==> src/hdl/csc_pkg.sv <==
`timescale 1ns / 1ps
`default_nettype none
// ----------------------------------------------------------------------------
// csc_pkg
// Types, constants and helpers shared by the circle/segment contact block.
// ----------------------------------------------------------------------------
package csc_pkg;

  // Shared div/sqrt unit widths
  localparam int REM_W = 68;
  localparam int DVD_W = 48;
  localparam int DSR_W = 66;
  localparam int QUO_W = 38;
  localparam int STEP_W = 6;

  // Step counts of the shared unit
  localparam logic [STEP_W-1:0] DIV_T_STEPS = 6'd31;
  localparam logic [STEP_W-1:0] SQRT_STEPS = 6'd24;
  localparam logic [STEP_W-1:0] NORM_STEPS = 6'd38;

  // Unit length of the normal, Q2.14
  localparam logic [14:0] NORM_ONE = 15'd16384;

  // Configuration register indexes
  typedef enum logic [2:0] {
    CFG_START_X = 3'd0,
    CFG_START_Y = 3'd1,
    CFG_END_X   = 3'd2,
    CFG_END_Y   = 3'd3,
    CFG_LIMIT   = 3'd4
  } csc_cfg_idx_t;

  // Sequencer states
  typedef enum logic [4:0] {
    S_IDLE, S_P0, S_P1, S_P2, S_P3, S_P4, S_SEL, S_DIV,
    S_O0, S_O1, S_O2, S_DD, S_Q0, S_Q1, S_Q2, S_Q3,
    S_SQ, S_NX, S_NY, S_OUT
  } csc_state_t;

  // Control of the shared div/sqrt unit
  typedef struct packed {
    logic              start;
    logic              sqrt_mode;
    logic [STEP_W-1:0] steps;
  } csc_ds_ctrl_t;

  // Magnitude of a 33-bit difference of two 32-bit values
  function automatic logic [31:0] mag33(input logic signed [32:0] v);
    logic [32:0] u;
    u = v[32] ? 33'(-v) : 33'(v);
    return u[31:0];
  endfunction

  // Clamp a normal quotient and apply the sign
  function automatic logic [15:0] norm_comp(input logic [QUO_W-1:0] q, input logic neg);
    logic [15:0] m;
    m = (q > QUO_W'(NORM_ONE)) ? {1'b0, NORM_ONE} : {1'b0, q[14:0]};
    return neg ? 16'(-m) : m;
  endfunction

endpackage
`default_nettype wire

==> src/hdl/csc_mul.sv <==
`timescale 1ns / 1ps
`default_nettype none
// ----------------------------------------------------------------------------
// csc_mul
// Shared 32x32 unsigned multiplier with a registered product.
// ----------------------------------------------------------------------------
module csc_mul
  import csc_pkg::*;
(
  input  wire logic        clk,
  input  wire logic [31:0] a,
  input  wire logic [31:0] b,
  output logic      [63:0] prod_r
);

  // One product per cycle, available the cycle after issue
  always_ff @(posedge clk) begin
    prod_r <= 64'(a) * 64'(b);
  end

endmodule
`default_nettype wire

==> config.mk <==
export PLATFORM = sky130hd
export DESIGN_NAME = csc_mul
export DESIGN_NICKNAME = d
export VERILOG_FILES = /design/src/hdl/csc_pkg.sv /design/src/hdl/csc_mul.sv
export SDC_FILE = /design/constraint.sdc
export NUM_CORES = 2
export LEC_CHECK = 0
export BUFFER_PORTS_ARGS = -buffer_cell sky130_fd_sc_hd__buf_2
export CORE_MARGIN = 2
export CORE_UTILIZATION = 55
export DETAILED_ROUTE_END_ITERATION = 10
export PLACE_DENSITY = 0.74
export SLEW_MARGIN = 20
export SYNTH_ARGS = -nofsm -noshare
export SYNTH_HDL_FRONTEND = slang
export SYNTH_SLANG_ARGS = --single-unit
==> constraint.sdc <==
create_clock -name clk -period 12.6 [get_ports clk]
set_input_delay 0.63 -clock clk [delete_from_list [all_inputs] [get_ports clk]]
set_output_delay 0.63 -clock clk [all_outputs]
set_load 0.005 [all_outputs]
==> impl_metrics.env <==
export IMPL_cts_buffers_inserted=9
export IMPL_synth_top_cell_area_share_pct=51.7
export IMPL_yosys_top_cells_area="fa_1 52%, and2_1 11%, ha_1 9.5%"
export IMPL_setup_tns_ps=0
export IMPL_cts_tree="yes"
export IMPL_grt_total_usage_pct=29.5
export IMPL_clock_path_buffers=2
export IMPL_critPathLaunchType="input port"
export IMPL_fp_coreArea_um2=62700
export IMPL_die_h_um=255
export IMPL_area_delta_synth_final_pct=3.46
export IMPL_wl_per_cell_um=19.7
export IMPL_ant_nets=0
export IMPL_final_core_util_pct=57.2
export IMPL_synthFlopType="dfxtp_1"
export IMPL_crit_slowest_cell="fa_1"
export IMPL_dr_pass1_iters=7
export IMPL_post_route_drc_count=0
export IMPL_hold_viol_final=0
export IMPL_layout_nets=4895
export IMPL_crit_cells=24
export IMPL_final_cell_area_um2=35900
export IMPL_synthArstFlopShare_pct=0
export IMPL_rows=92
export IMPL_finalCritPeriodShare_pct=65.2
export IMPL_syn_area_um2=34700
export IMPL_synth_seq_area_share_pct=3.69
export IMPL_viasPerCell=5.53
export IMPL_clk_pin_slew_ps=60
export IMPL_hold_buffers=0
export IMPL_multi_input_area_um2=29300
export IMPL_chipWidth_um=255
export IMPL_rsz0062_at_grt="no"
export IMPL_arrival_ps=8490
export IMPL_first_global_vias=28144
export IMPL_top_regs="prod_r: 64 flops"
export IMPL_hpwlAfterDp_um=70800
export IMPL_ios=129
export IMPL_synth_edf_count=0
export IMPL_final_common_cell="fa_1"
export IMPL_slowest_delay_ps=600
export IMPL_status="finished clean"
export IMPL_synth_nets=4972
export IMPL_path_max_fanout=32
export IMPL_final_cell_mix="896 x fa_1, 865 x inv_1, 602 x and2_1"
export IMPL_cp_cell_sequence="buf_2 -> nand2_1 -> fa_1 -> inv_1 -> fa_1 -> inv_1 -> fa_1 -> inv_1 -> fa_1 -> fa_1 -> fa_1 -> fa_1 -> inv_1 -> fa_1 -> inv_1 -> ha_1 -> nand4_1 -> or4_1 -> or3_1 -> a31oi_1 -> a31o_2 -> a211oi_1 -> o21ai_1 -> xor2_1"
export IMPL_synth_area_leader_cell="fa_1"
export IMPL_drtIter0Drc=1665
export IMPL_layout_setup_ws_ps=4390
export IMPL_whs_path_depth=3
export IMPL_max_clock_freq_mhz=122
export IMPL_post_cts_buffers=0
export IMPL_cts_sinks=64
export IMPL_critical_path_buf_inv_count=6
export IMPL_grt_max_degree=33
export IMPL_overflow=0
export IMPL_synth_distinct_cells=57
export IMPL_pre_cts_slack_ps=4110
export IMPL_regMostFlops="prod_r"
export IMPL_cts_root_buf="clkbuf_16"
export IMPL_worst_slew_pin_slew_ps=842
export IMPL_path_delay_family="adder cells"
export IMPL_io_buffers=128
export IMPL_hp_class="in2reg"
export IMPL_ys_ff_latch=64
export IMPL_setup_viol=0
export IMPL_slew_headroom_pct=43.9
export IMPL_htreeDepth=3
export IMPL_synth_avg_cell_area_um2=9.25
export IMPL_grt_pass1_wl_um=148000
export IMPL_drv_cap=0
export IMPL_synthCells=3748
export IMPL_drive_above_1_share_pct=4.46
export IMPL_cp_required_ps=12880
export IMPL_maxSlewViolCount=0
export IMPL_largest_reg_flops=64
export IMPL_cpMostUsedCell="fa_1"
export IMPL_place_area_um2=35600
export IMPL_num_vias=25020
export IMPL_wirelength_um=89300
export IMPL_start_util_pct=55.3
export IMPL_gp_congestion=0.935
export IMPL_period_needed_ps=8210
export IMPL_final_seq_area_um2=1280
export IMPL_yosysWarnings=0
export IMPL_endpoint_kind="flip-flop"
export IMPL_dieArea_um2=65100
export IMPL_critPathKind="in2reg"
export IMPL_antenna_found_initial=2
export IMPL_cts_resized_gates=0
export IMPL_nFillCells=5476
per-layer routing:
metal | track usage [%] | wire, µm | vias to the layer above
met2 | 52.2 | 45900 | 977
met1 | 35.4 | 32800 | 13057
met3 | 3.70 | 5210 | 296
li1 | - | - | 10690
met4 | 14.9 | 5380 | 0
met5 | 0 | 0 | -
metrics by stage:
stage | std cells | hold WS (ps)
2_1_floorplan | 3748 | 757
3_3_place_gp | 4506 | 1010
3_5_place_dp | 4506 | 1010
4_1_cts | 4522 | 876
5_1_grt | 4523 | 893
6_report | 4524 | 900
final timing paths:
path,end,slack [ps],from
worst max-delay path,prod_r[62]$_DFF_P_,4390,a[25]
worst min-delay path,prod_r[0]$_DFF_P_,900,a[0]
cell usage after synthesis, types with 4 or more instances:
cell type and number:
fa_1 896, inv_1 865, and2_1 602, nand2_1 480, ha_1 263, clkbuf_1 213, dfxtp_1 64, a21oi_1 63
a21o_1 40, xnor2_1 35, xor2_1 25, nand4_1 23, o21ai_0 21, nor2_1 20, and3_1 14, a31oi_1 12
nand3_1 10, o21bai_1 10, o21a_1 9, nor3_1 7, buf_2 6, o21ai_1 5, a221o_1 4
final cells by class:
class,instances,area share [%]
diodes,2,0.0140
multi-input cells,2599,81.7
well taps,846,2.95
repair buffers,132,1.87
clock inverters,6,0.192
inverters,865,9.05
flip-flops and latches,64,3.57
clock buffers,10,0.638
logic make-up (layout without fill, tap and decap cells):
kind of cell / Yosys count / count (layout) / synth area share (%)
xor gates and xnor gates: 60 / 60 / 1.52
adders and majority gates: 1159 / 1159 / 61.2
other: 0 / 2 / 0
DFF: 64 / 64 / 3.69
buffers and inverters: 1085 / 1013 / 11.8
muxes: 1 / 1 / 0.0289
AOI/OAI and AO/OA: 202 / 202 / 4.15
and+or+nand+nor: 1177 / 1177 / 17.6
Power is not shown: default switching activity piles up to over one toggle a cycle in this logic, so the estimate is an artifact.
