[src/hdl/csc_pkg.sv]
`timescale 1ns / 1ps
`default_nettype none
// ----------------------------------------------------------------------------
// csc_pkg
// Types, constants and helpers shared by the circle/segment contact block.
// ----------------------------------------------------------------------------
package csc_pkg;

  // Shared div/sqrt unit widths
  localparam int REM_W = 68;
  localparam int DVD_W = 48;
  localparam int DSR_W = 66;
  localparam int QUO_W = 38;
  localparam int STEP_W = 6;

  // Step counts of the shared unit
  localparam logic [STEP_W-1:0] DIV_T_STEPS = 6'd31;
  localparam logic [STEP_W-1:0] SQRT_STEPS = 6'd24;
  localparam logic [STEP_W-1:0] NORM_STEPS = 6'd38;

  // Unit length of the normal, Q2.14
  localparam logic [14:0] NORM_ONE = 15'd16384;

  // Configuration register indexes
  typedef enum logic [2:0] {
    CFG_START_X = 3'd0,
    CFG_START_Y = 3'd1,
    CFG_END_X   = 3'd2,
    CFG_END_Y   = 3'd3,
    CFG_LIMIT   = 3'd4
  } csc_cfg_idx_t;

  // Sequencer states
  typedef enum logic [4:0] {
    S_IDLE, S_P0, S_P1, S_P2, S_P3, S_P4, S_SEL, S_DIV,
    S_O0, S_O1, S_O2, S_DD, S_Q0, S_Q1, S_Q2, S_Q3,
    S_SQ, S_NX, S_NY, S_OUT
  } csc_state_t;

  // Control of the shared div/sqrt unit
  typedef struct packed {
    logic              start;
    logic              sqrt_mode;
    logic [STEP_W-1:0] steps;
  } csc_ds_ctrl_t;

  // Magnitude of a 33-bit difference of two 32-bit values
  function automatic logic [31:0] mag33(input logic signed [32:0] v);
    logic [32:0] u;
    u = v[32] ? 33'(-v) : 33'(v);
    return u[31:0];
  endfunction

  // Clamp a normal quotient and apply the sign
  function automatic logic [15:0] norm_comp(input logic [QUO_W-1:0] q, input logic neg);
    logic [15:0] m;
    m = (q > QUO_W'(NORM_ONE)) ? {1'b0, NORM_ONE} : {1'b0, q[14:0]};
    return neg ? 16'(-m) : m;
  endfunction

endpackage
`default_nettype wire

[src/hdl/csc_divsqrt.sv]
`timescale 1ns / 1ps
`default_nettype none
// ----------------------------------------------------------------------------
// csc_divsqrt
// Shared restoring divider / square root, one quotient or root bit a cycle.
// ----------------------------------------------------------------------------
module csc_divsqrt
  import csc_pkg::*;
(
  input  wire logic             clk,
  input  wire logic             rst_n,
  input  wire csc_ds_ctrl_t     ctrl,
  input  wire logic [REM_W-1:0] rem_init,
  input  wire logic [DVD_W-1:0] dvd_init,
  input  wire logic [DSR_W-1:0] divisor,
  output logic                  done_r,
  output logic      [QUO_W-1:0] quo_r
);

  logic              busy_r;
  logic              sqrt_r;
  logic [STEP_W-1:0] cnt_r;
  logic [REM_W-1:0]  rem_r;
  logic [DVD_W-1:0]  dvd_r;
  logic [DSR_W-1:0]  dsr_r;

  logic [REM_W-1:0]  shifted;
  logic [REM_W-1:0]  trial;
  logic              ge;

  // One step: bring in the next dividend bit(s), trial-subtract
  always_comb begin
    if (sqrt_r) begin
      shifted = {rem_r[REM_W-3:0], dvd_r[DVD_W-1 -: 2]};
      trial   = REM_W'({quo_r, 2'b01});
    end else begin
      shifted = {rem_r[REM_W-2:0], dvd_r[DVD_W-1]};
      trial   = REM_W'(dsr_r);
    end
    ge = (shifted >= trial);
  end

  // Control
  always_ff @(posedge clk) begin
    if (!rst_n) begin
      busy_r <= 1'b0;
      done_r <= 1'b0;
      cnt_r  <= '0;
    end else begin
      done_r <= 1'b0;
      if (ctrl.start) begin
        busy_r <= 1'b1;
        cnt_r  <= ctrl.steps;
      end else if (busy_r) begin
        cnt_r <= cnt_r - 1'b1;
        if (cnt_r == STEP_W'(1)) begin
          busy_r <= 1'b0;
          done_r <= 1'b1;
        end
      end
    end
  end

  // Datapath
  always_ff @(posedge clk) begin
    if (ctrl.start) begin
      sqrt_r <= ctrl.sqrt_mode;
      rem_r  <= rem_init;
      dvd_r  <= dvd_init;
      dsr_r  <= divisor;
      quo_r  <= '0;
    end else if (busy_r) begin
      rem_r <= ge ? (shifted - trial) : shifted;
      quo_r <= {quo_r[QUO_W-2:0], ge};
      dvd_r <= sqrt_r ? {dvd_r[DVD_W-3:0], 2'b00} : {dvd_r[DVD_W-2:0], 1'b0};
    end
  end

endmodule
`default_nettype wire

[config.mk]
export PLATFORM = sky130hd
export DESIGN_NAME = csc_divsqrt
export DESIGN_NICKNAME = d
export VERILOG_FILES = /design/src/hdl/csc_pkg.sv /design/src/hdl/csc_divsqrt.sv
export SDC_FILE = /design/constraint.sdc
export NUM_CORES = 1
export LEC_CHECK = 0
export BUFFER_PORTS_ARGS = -buffer_cell sky130_fd_sc_hd__buf_2
export CAP_MARGIN = 30
export CORE_ASPECT_RATIO = 1.5
export CORE_MARGIN = 1
export CORE_UTILIZATION = 45
export CTS_CLUSTER_SIZE = 16
export DETAILED_ROUTE_END_ITERATION = 8
export GPL_TIMING_DRIVEN = 0
export PLACE_DENSITY = 0.76
export SLEW_MARGIN = 20
export SYNTH_ARGS = -nofsm -noshare
export SYNTH_HDL_FRONTEND = slang
export SYNTH_SLANG_ARGS = --single-unit
[constraint.sdc]
create_clock -name clk -period 5.76 [get_ports clk]
set_input_delay 0.576 -clock clk [delete_from_list [all_inputs] [get_ports clk]]
set_output_delay 0.576 -clock clk [all_outputs]
set_load 0.01 [all_outputs]
==> summary.md, run 1 <==
| Metric | Value |
|---|---|
| Post-synthesis net count | 1828 |
| Nets@finish | 2089 |
| TritonRoute pass-1 iters | 5 |
| Number of max-cap violations | 0 |
| Setup-failing EPs final | 0 |
| Worst slew pin tran | 1.03 ns |
| First-pass GRT wire length | 73000 um |
| Arr. time, crit path | 5.83 ns |
| Critical Path End Type | flop |
| Most frequent cells in the layout | buf_2, nand2_1, edfxtp_1 |
| Crit path max fanout | 10 |
| DP HPWL | 36800 um |
| Leak | 7.32 nW |
| Most common cell after layout, fill and taps aside | buf_2 |
| Clock insertion delay at the later pin of the skew report | 0.57 ns |
| Setup WS post-layout | 0.221 ns |
| Max Clock Skew | 0.0165 ns |
| Ys async rst share | 0% |
| Largest family of logic cells by synthesized area | compound AO/OA/AOI/OAI gates |
| EDFF count, synth | 182 |
| Die Area | 34400 um2 |
| Core Area | 32800 um2 |
| TritonCTS Buffers | 25 |
| Pwr dens | 451 nW/um2 |
| Die height | 227 um |
| Fin util | 54.1% |
| Period utilisation layout | 96.2% |
| Synth Area in Simple Gates | 15.7% |
| Buffers on Ports | 229 |
| Sink Count | 228 |
| Total gr overflow | 0 |
| Antenna violations before repair | 0 |
| Initial DRC Count | 911 |
| Adder-Cell Fraction of Synth Area | 5.75% |
| Mean cell area of the mapped netlist | 9.67 um2 |
| Max_slew headroom | 31.1% |
| Clk slew on worst S/H paths | 0.07 ns |
| Syn Inst Count | 1567 |
| Flop2flop setup slack | 0.22 ns |
| Antenna Nets Post-Route | 0 |
| Gpl congestion | 0.957 |
| Fill count | 3032 |
| GRT Overall Usage | 27.3% |
| Outcome | complete, no violations |
| Initial core utilization | 46.1% |
| Die X | 152 um |
| Share of post-route cells with drive strength above 1 | 21.8% |
| Maximum vdd drop | 0.267 mV |
| Synthesized flop and latch total | 228 |
| CTS tree | done |
| Netlist Area Pre-Place | 15100 um2 |
| P&R area growth vs syn | 17.2% |
| RSZ-0062 raised after global routing | no |
| Delay of the slowest critical-path stage | 0.56 ns |
| Post-layout minimum cycle time | 5.54 ns |
| Final WL | 47900 um |
| Worst setup SP type | flop |
| Sequential cell area | 6390 um2 |
| Post-Synth XOR/XNOR Area | 3.18% |
| Tightest Hold Check Type | input port to flop |
| Crit path cell chain | clkbuf_2 > clkdlybuf4s15_2 > buf_1 > buf_6 > mux2i_1 > ha_1 > clkbuf_1 > nand4_1 > nand3_1 > o21ai_1 > a211oi_1 > nor4_2 > nor2_1 > a221o_1 > a221oi_1 > nor4b_2 > nor3_1 |
| Max Clock Freq | 181 MHz |
| Pin count of the biggest net entering global routing | 49 |
| Post-synth top flop | edfxtp_1 |
| Hold Fails Final Rpt | 0 |
| Slowest CP cell | clkdlybuf4s15_2 |
| Register area share after synthesis | 42.2% |
| Synth cell types | 84 |
| Compound-cell area share of the yosys netlist | 16.4% |
| Routed vias | 13.2k |
| Setup WS pre-CTS | -1.19 ns |
| Number of I/O pins | 231 |
| CTS HTree Levels | 1 |
| Max-slew violations | 0 |
| Vias per cell | 5.85 |
| Crit Path Category | flop to flop |
| Mux cell area share after synthesis | 13.4% |
| Synth warn | 0 |
| CTS Buffer Depth | 3 |
| Rows | 81 |
| Vias in the first global route | 13.4k |
| Worst Path Required | 6.06 ns |
| Multi-input logic area | 8250 um2 |
| Clock Root Buffer | clkbuf_16 |
| Diode count | 0 |
| WL/cell | 21.2 um |
| CTS Hold Buffers Added | 0 |
| Drc violations | 0 |
[cell type report]
type	instances	area share [%]
timing repair buffer	235	7.04
clock buffer	32	3.95
sequential	228	36.0
clock inverter	13	0.599
multi-input combinational	1212	46.5
inverter	29	0.613
tap	415	2.92
buffer	97	2.44
[routing by layer]
metal | part of all wire, % | up-vias | routed length, um | track usage [%]
met5 | 0 | - | 0 | 0
met4 | 6.9 | 0 | 3290 | 18.2
met3 | 5.3 | 148 | 2520 | 3.31
met2 | 50 | 480 | 23800 | 49.1
met1 | 38 | 6290 | 18300 | 30.3
li1 | - | 6319 | - | -
[cells in the mapped netlist (32+ instances only)]
cell | count | area, um2
mux2i_1 | 127 | 1270
a21oi_1 | 92 | 460
nand2_1 | 204 | 766
nor2_1 | 141 | 529
nand2b_1 | 32 | 200
a31oi_1 | 48 | 300
edfxtp_1 | 182 | 5470
dfxtp_1 | 46 | 921
mux2_2 | 66 | 743
o21ai_0 | 95 | 475
xnor2_1 | 35 | 307
clkbuf_1 | 60 | 225
ha_1 | 68 | 851
[critical path, delay by kind of cell (launching register included)]
family / cells / cell delay (ns)
and+or+nand+nor: 6 / 1.11
AOI/OAI and AO/OA: 4 / 1.29
DFF: 1 / 0.41
buffers and inverters: 5 / 1.80
adders and majority gates: 1 / 0.30
muxes: 1 / 0.33
[power by group]
part	switching [mW]	total, mW	leakage, nW	internal [mW]
clock	0.698	1.60	0.399	0.907
combinational	2.50	4.11	4.74	1.61
sequential	0.139	2.28	2.18	2.15
total	3.34	8.00	7.32	4.66
[logic make-up (layout without fill, tap and decap cells)]
kind of cell             count (synthesis)  count (layout)
AO/OA/AOI/OAI                          383             383
XOR/XNOR                                55              55
multiplexers                           194             194
buffers and inverters                  127             406
flip-flops                             228             228
adder cells (fa/ha/maj)                 69              69
AND/OR/NAND/NOR                        511             511
[per-stage QoR]
stage	TNS [ns]	cell area (um2)	power, mW	std cells	hold slack [ns]
after global placement	-68.75	16800	6.27	2211	0.512
after CTS	0	17700	7.96	2260	0.168
final	0	17800	8.00	2261	0.183
after global routing	0	17800	8.48	2261	0.178
after detailed placement	-69.05	16900	6.32	2215	0.524
after floorplan	0	15100	5.26	1567	0.489
[worst paths after layout]
check,endpoint,cells after the start,startpoint
worst min register to register,quo_r[37],2,quo_r[37]
worst max-delay path,rem_r[59],17,sqrt_r
worst max register to register,rem_r[59],17,sqrt_r
worst min-delay path,dsr_r[5],1,divisor[5]
[timing repair]
| action | in CTS | in global routing |
|---|---|---|
| hold endpoints to repair | 0 | 0 |
| endpoints found under the setup margin | 68 | 0 |
| resized for setup | 12 | 0 |
| setup buffers | 1 | 0 |
[state kept, by name, summed over array words and instances (netlist names)]
register and count:
dvd_r 48, rem_r 67, dsr_r 66, quo_r 38
done_r 1, sqrt_r 1, busy_r 1, cnt_r 6
Power figures use the tool's default switching activity.
==> run 2, diff against run 1 <==
--- a/config.mk
+++ b/config.mk
@@ -14,6 +14,7 @@
 export DETAILED_ROUTE_END_ITERATION = 8
 export GPL_TIMING_DRIVEN = 0
 export PLACE_DENSITY = 0.76
+export SETUP_SLACK_MARGIN = 0.4
 export SLEW_MARGIN = 20
 export SYNTH_ARGS = -nofsm -noshare
 export SYNTH_HDL_FRONTEND = slang
==> run 2 against run 1 <==
Global-route usage about the same. Die area stayed put. Wire length barely moved. Clock skew up 0.0014 ns. Non-clock buffer count is the same. Power up 0.22%. First-iteration DRC count grew 8.8%. Sequential power about the same. Sequential cell count unchanged. Sequential share of layout area is essentially flat. Critical path type unchanged. Critical endpoint is now rem_r[25]. Largest power group unchanged.
==> summary.md, run 2 (same netlist as run 1, synthesis figures left out) <==
| Metric | Value |
|---|---|
| Crit Path Category | flop to flop |
| TritonCTS Buffers | 25 (unchanged) |
| Clock Root Buffer | clkbuf_16 |
| First-pass GRT wire length | 73100 um (about the same) |
| Initial DRC Count | 991 (+8.8%) |
| Vias per cell | 5.85 (about the same) |
| CTS tree | done |
| CP dominant cell by count | buf_2 |
| Registers with the most flip-flops | rem_r (67), dsr_r (66), dvd_r (48) |
| Crit path cell chain | buf_2 > buf_4 > buf_4 > buf_2 > buf_6 > mux2i_1 > ha_1 > clkbuf_1 > nor2_1 > a211oi_4 > or2_4 > a21oi_4 > o21ai_2 > o211a_4 > or2_1 > buf_2 > clkbuf_4 > o21ai_0 > o21ai_0 |
| Antenna Nets Post-Route | 0 (unchanged) |
| TritonRoute pass-1 iters | 6 (+1) |
| Gpl congestion | 0.957 (unchanged) |
| Delay of the slowest critical-path stage | 0.37 ns (-0.19 ns) |
| Outcome | complete, no violations |
| WL/cell | 21.2 um (about the same) |
| Die height | 227 um (unchanged) |
| Finished Cell Area | 17800 um2 (about the same) |
| Share of post-route cells with drive strength above 1 | 22.3% (+0.49 points) |
| Worst Path Required | 6.04 ns (-0.02 ns) |
| Hold Path Depth | 1 (unchanged) |
| Most common cell after layout, fill and taps aside | buf_2 |
| CTS Buffer Depth | 3 (unchanged) |
| Setup-failing EPs final | 0 (unchanged) |
| Cells on worst reg2reg path | 19 (+2) |
| Tightest Hold Check Type | input port to flop |
| Setup Fix Bufs, Post-CTS | 0 (-1) |
| RSZ-0062 raised after global routing | no |
| Drc violations | 0 (unchanged) |
| Sink Count | 228 (unchanged) |
| Buffers on Ports | 229 (unchanged) |
| Die Area | 34400 um2 (unchanged) |
| Nets@finish | 2089 (unchanged) |
| Pwr dens | 451 nW/um2 (+0.13%) |
| Maximum vdd drop | 0.267 mV (about the same) |
| GRT Overall Usage | 27.3% (about the same) |
| Number of I/O pins | 231 (unchanged) |
| Slowest CP cell | edfxtp_1 |
| Period utilisation layout | 90.9% (-5.2 points) |
| Hold Fails Final Rpt | 0 (unchanged) |
| Critical Path End Type | flop |
| Worst setup SP type | flop |
| Arr. time, crit path | 5.52 ns (-0.31 ns) |
| Routed vias | 13.2k (-0.045%) |
| Crit path max fanout | 10 (unchanged) |
| Max_slew headroom | 30.4% (-0.73 points) |
| Clk slew on worst S/H paths | 0.07 ns (about the same) |
| Leak | 7.34 nW (+0.27%) |
| DP HPWL | 36800 um (unchanged) |
| Max Clock Skew | 0.0180 ns (+0.00144 ns) |
| Total Power | 8.02 mW (+0.22%) |
| Antenna violations before repair | 0 (unchanged) |
| Clock insertion delay at the later pin of the skew report | 0.56 ns (about the same) |
| Most frequent cells in the layout | buf_2, nand2_1, edfxtp_1 |
| Post-layout minimum cycle time | 5.24 ns (-0.300 ns) |
| Die X | 152 um (unchanged) |
| Max Clock Freq | 191 MHz (+5.7%) |
| P&R area growth vs syn | 17.3% (about the same) |
| WHS | 0.185 ns (+0.00192 ns) |
| Rows | 81 (unchanged) |
| Core Area | 32800 um2 (unchanged) |
| Final WL | 47900 um (about the same) |
| CTS HTree Levels | 1 (unchanged) |
| Initial core utilization | 46.1% (unchanged) |
| Pin count of the biggest net entering global routing | 49 (unchanged) |
| Total gr overflow | 0 (unchanged) |
| CTS Hold Buffers Added | 0 (unchanged) |
| Vias in the first global route | 13.4k (+0.0075%) |
| Max-slew violations | 0 (unchanged) |
| Cell Area, Placed | 16900 um2 (unchanged) |
| Diode count | 0 (unchanged) |
| Largest register FFs | 67 (unchanged) |
| Largest reg by FF count | rem_r |
| Number of max-cap violations | 0 (unchanged) |
| Worst slew pin tran | 1.04 ns (+0.0110 ns) |
run 2: changes by cell type in the layout (fill, tap and decap cells not counted), sizes merged:
cell	delta
clkdlybuf4s15	-3
clkbuf	+1
buf	+2
run 2: path summary, 6_finish.rpt:
path                            startpoint         to  slack [ns]
worst max-delay path                sqrt_r  rem_r[25]        0.52
worst min-delay path            divisor[5]   dsr_r[5]        0.19
worst max register to register      sqrt_r  rem_r[25]        0.52
worst min register to register    cnt_r[5]     busy_r        0.54
run 2: where the power goes:
part / switching (mW) / internal (mW) / total [mW]
Sequential: 0.139 / 2.15 / 2.28
Clock: 0.698 / 0.907 / 1.61
Combinational: 2.51 / 1.62 / 4.13
Total: 3.35 / 4.67 / 8.02
run 2: area by class of cell:
type                            instances  area (um2)
Fill cell                            3029       15100
Multi-Input combinational cell       1212        8270
Sequential cell                       228        6390
Timing Repair Buffer                  234        1240
Clock buffer                           32         702
Tap cell                              415         519
Buffer                                 98         442
Inverter                               29         109
Clock inverter                         13         106
run 2: worst max-delay path: cells and delay by family, from the launching register on:
kind	cells	cell delay, ns
adder cells (fa/ha/maj)	1	0.30
buffers and inverters	8	2.02
AO/OA/AOI/OAI	6	1.14
AND/OR/NAND/NOR	3	0.73
flip-flops	1	0.37
multiplexers	1	0.35
run 2: stage by stage:
stage / util, % / worst slack [ns] / std cells / TNS (ns)
2_1_floorplan: - / 1.13 / 1567 / 0
3_3_place_gp: 51.2 / -1.17 / 2211 / -68.75
3_5_place_dp: 51.5 / -1.19 / 2215 / -69.05
4_1_cts: 54.0 / 0.411 / 2260 / 0
5_1_grt: 54.1 / 0.408 / 2261 / 0
6_report: 54.1 / 0.521 / 2261 / 0
run 2: routing by layer:
layer | share of wire, % | up-vias | global-route usage [%]
met2 | 50 | 477 | 49.1
met1 | 38 | 6287 | 30.3
met3 | 5.4 | 146 | 3.33
li1 | - | 6321 | -
met5 | 0 | - | 0
met4 | 6.6 | 0 | 18.1
run 2: repair_timing:
item	CTS	global route
cloned	0	0
hold endpoints to repair	0	0
gates resized for setup	27	13
setup endpoints to repair	68	61
pin swaps	0	0
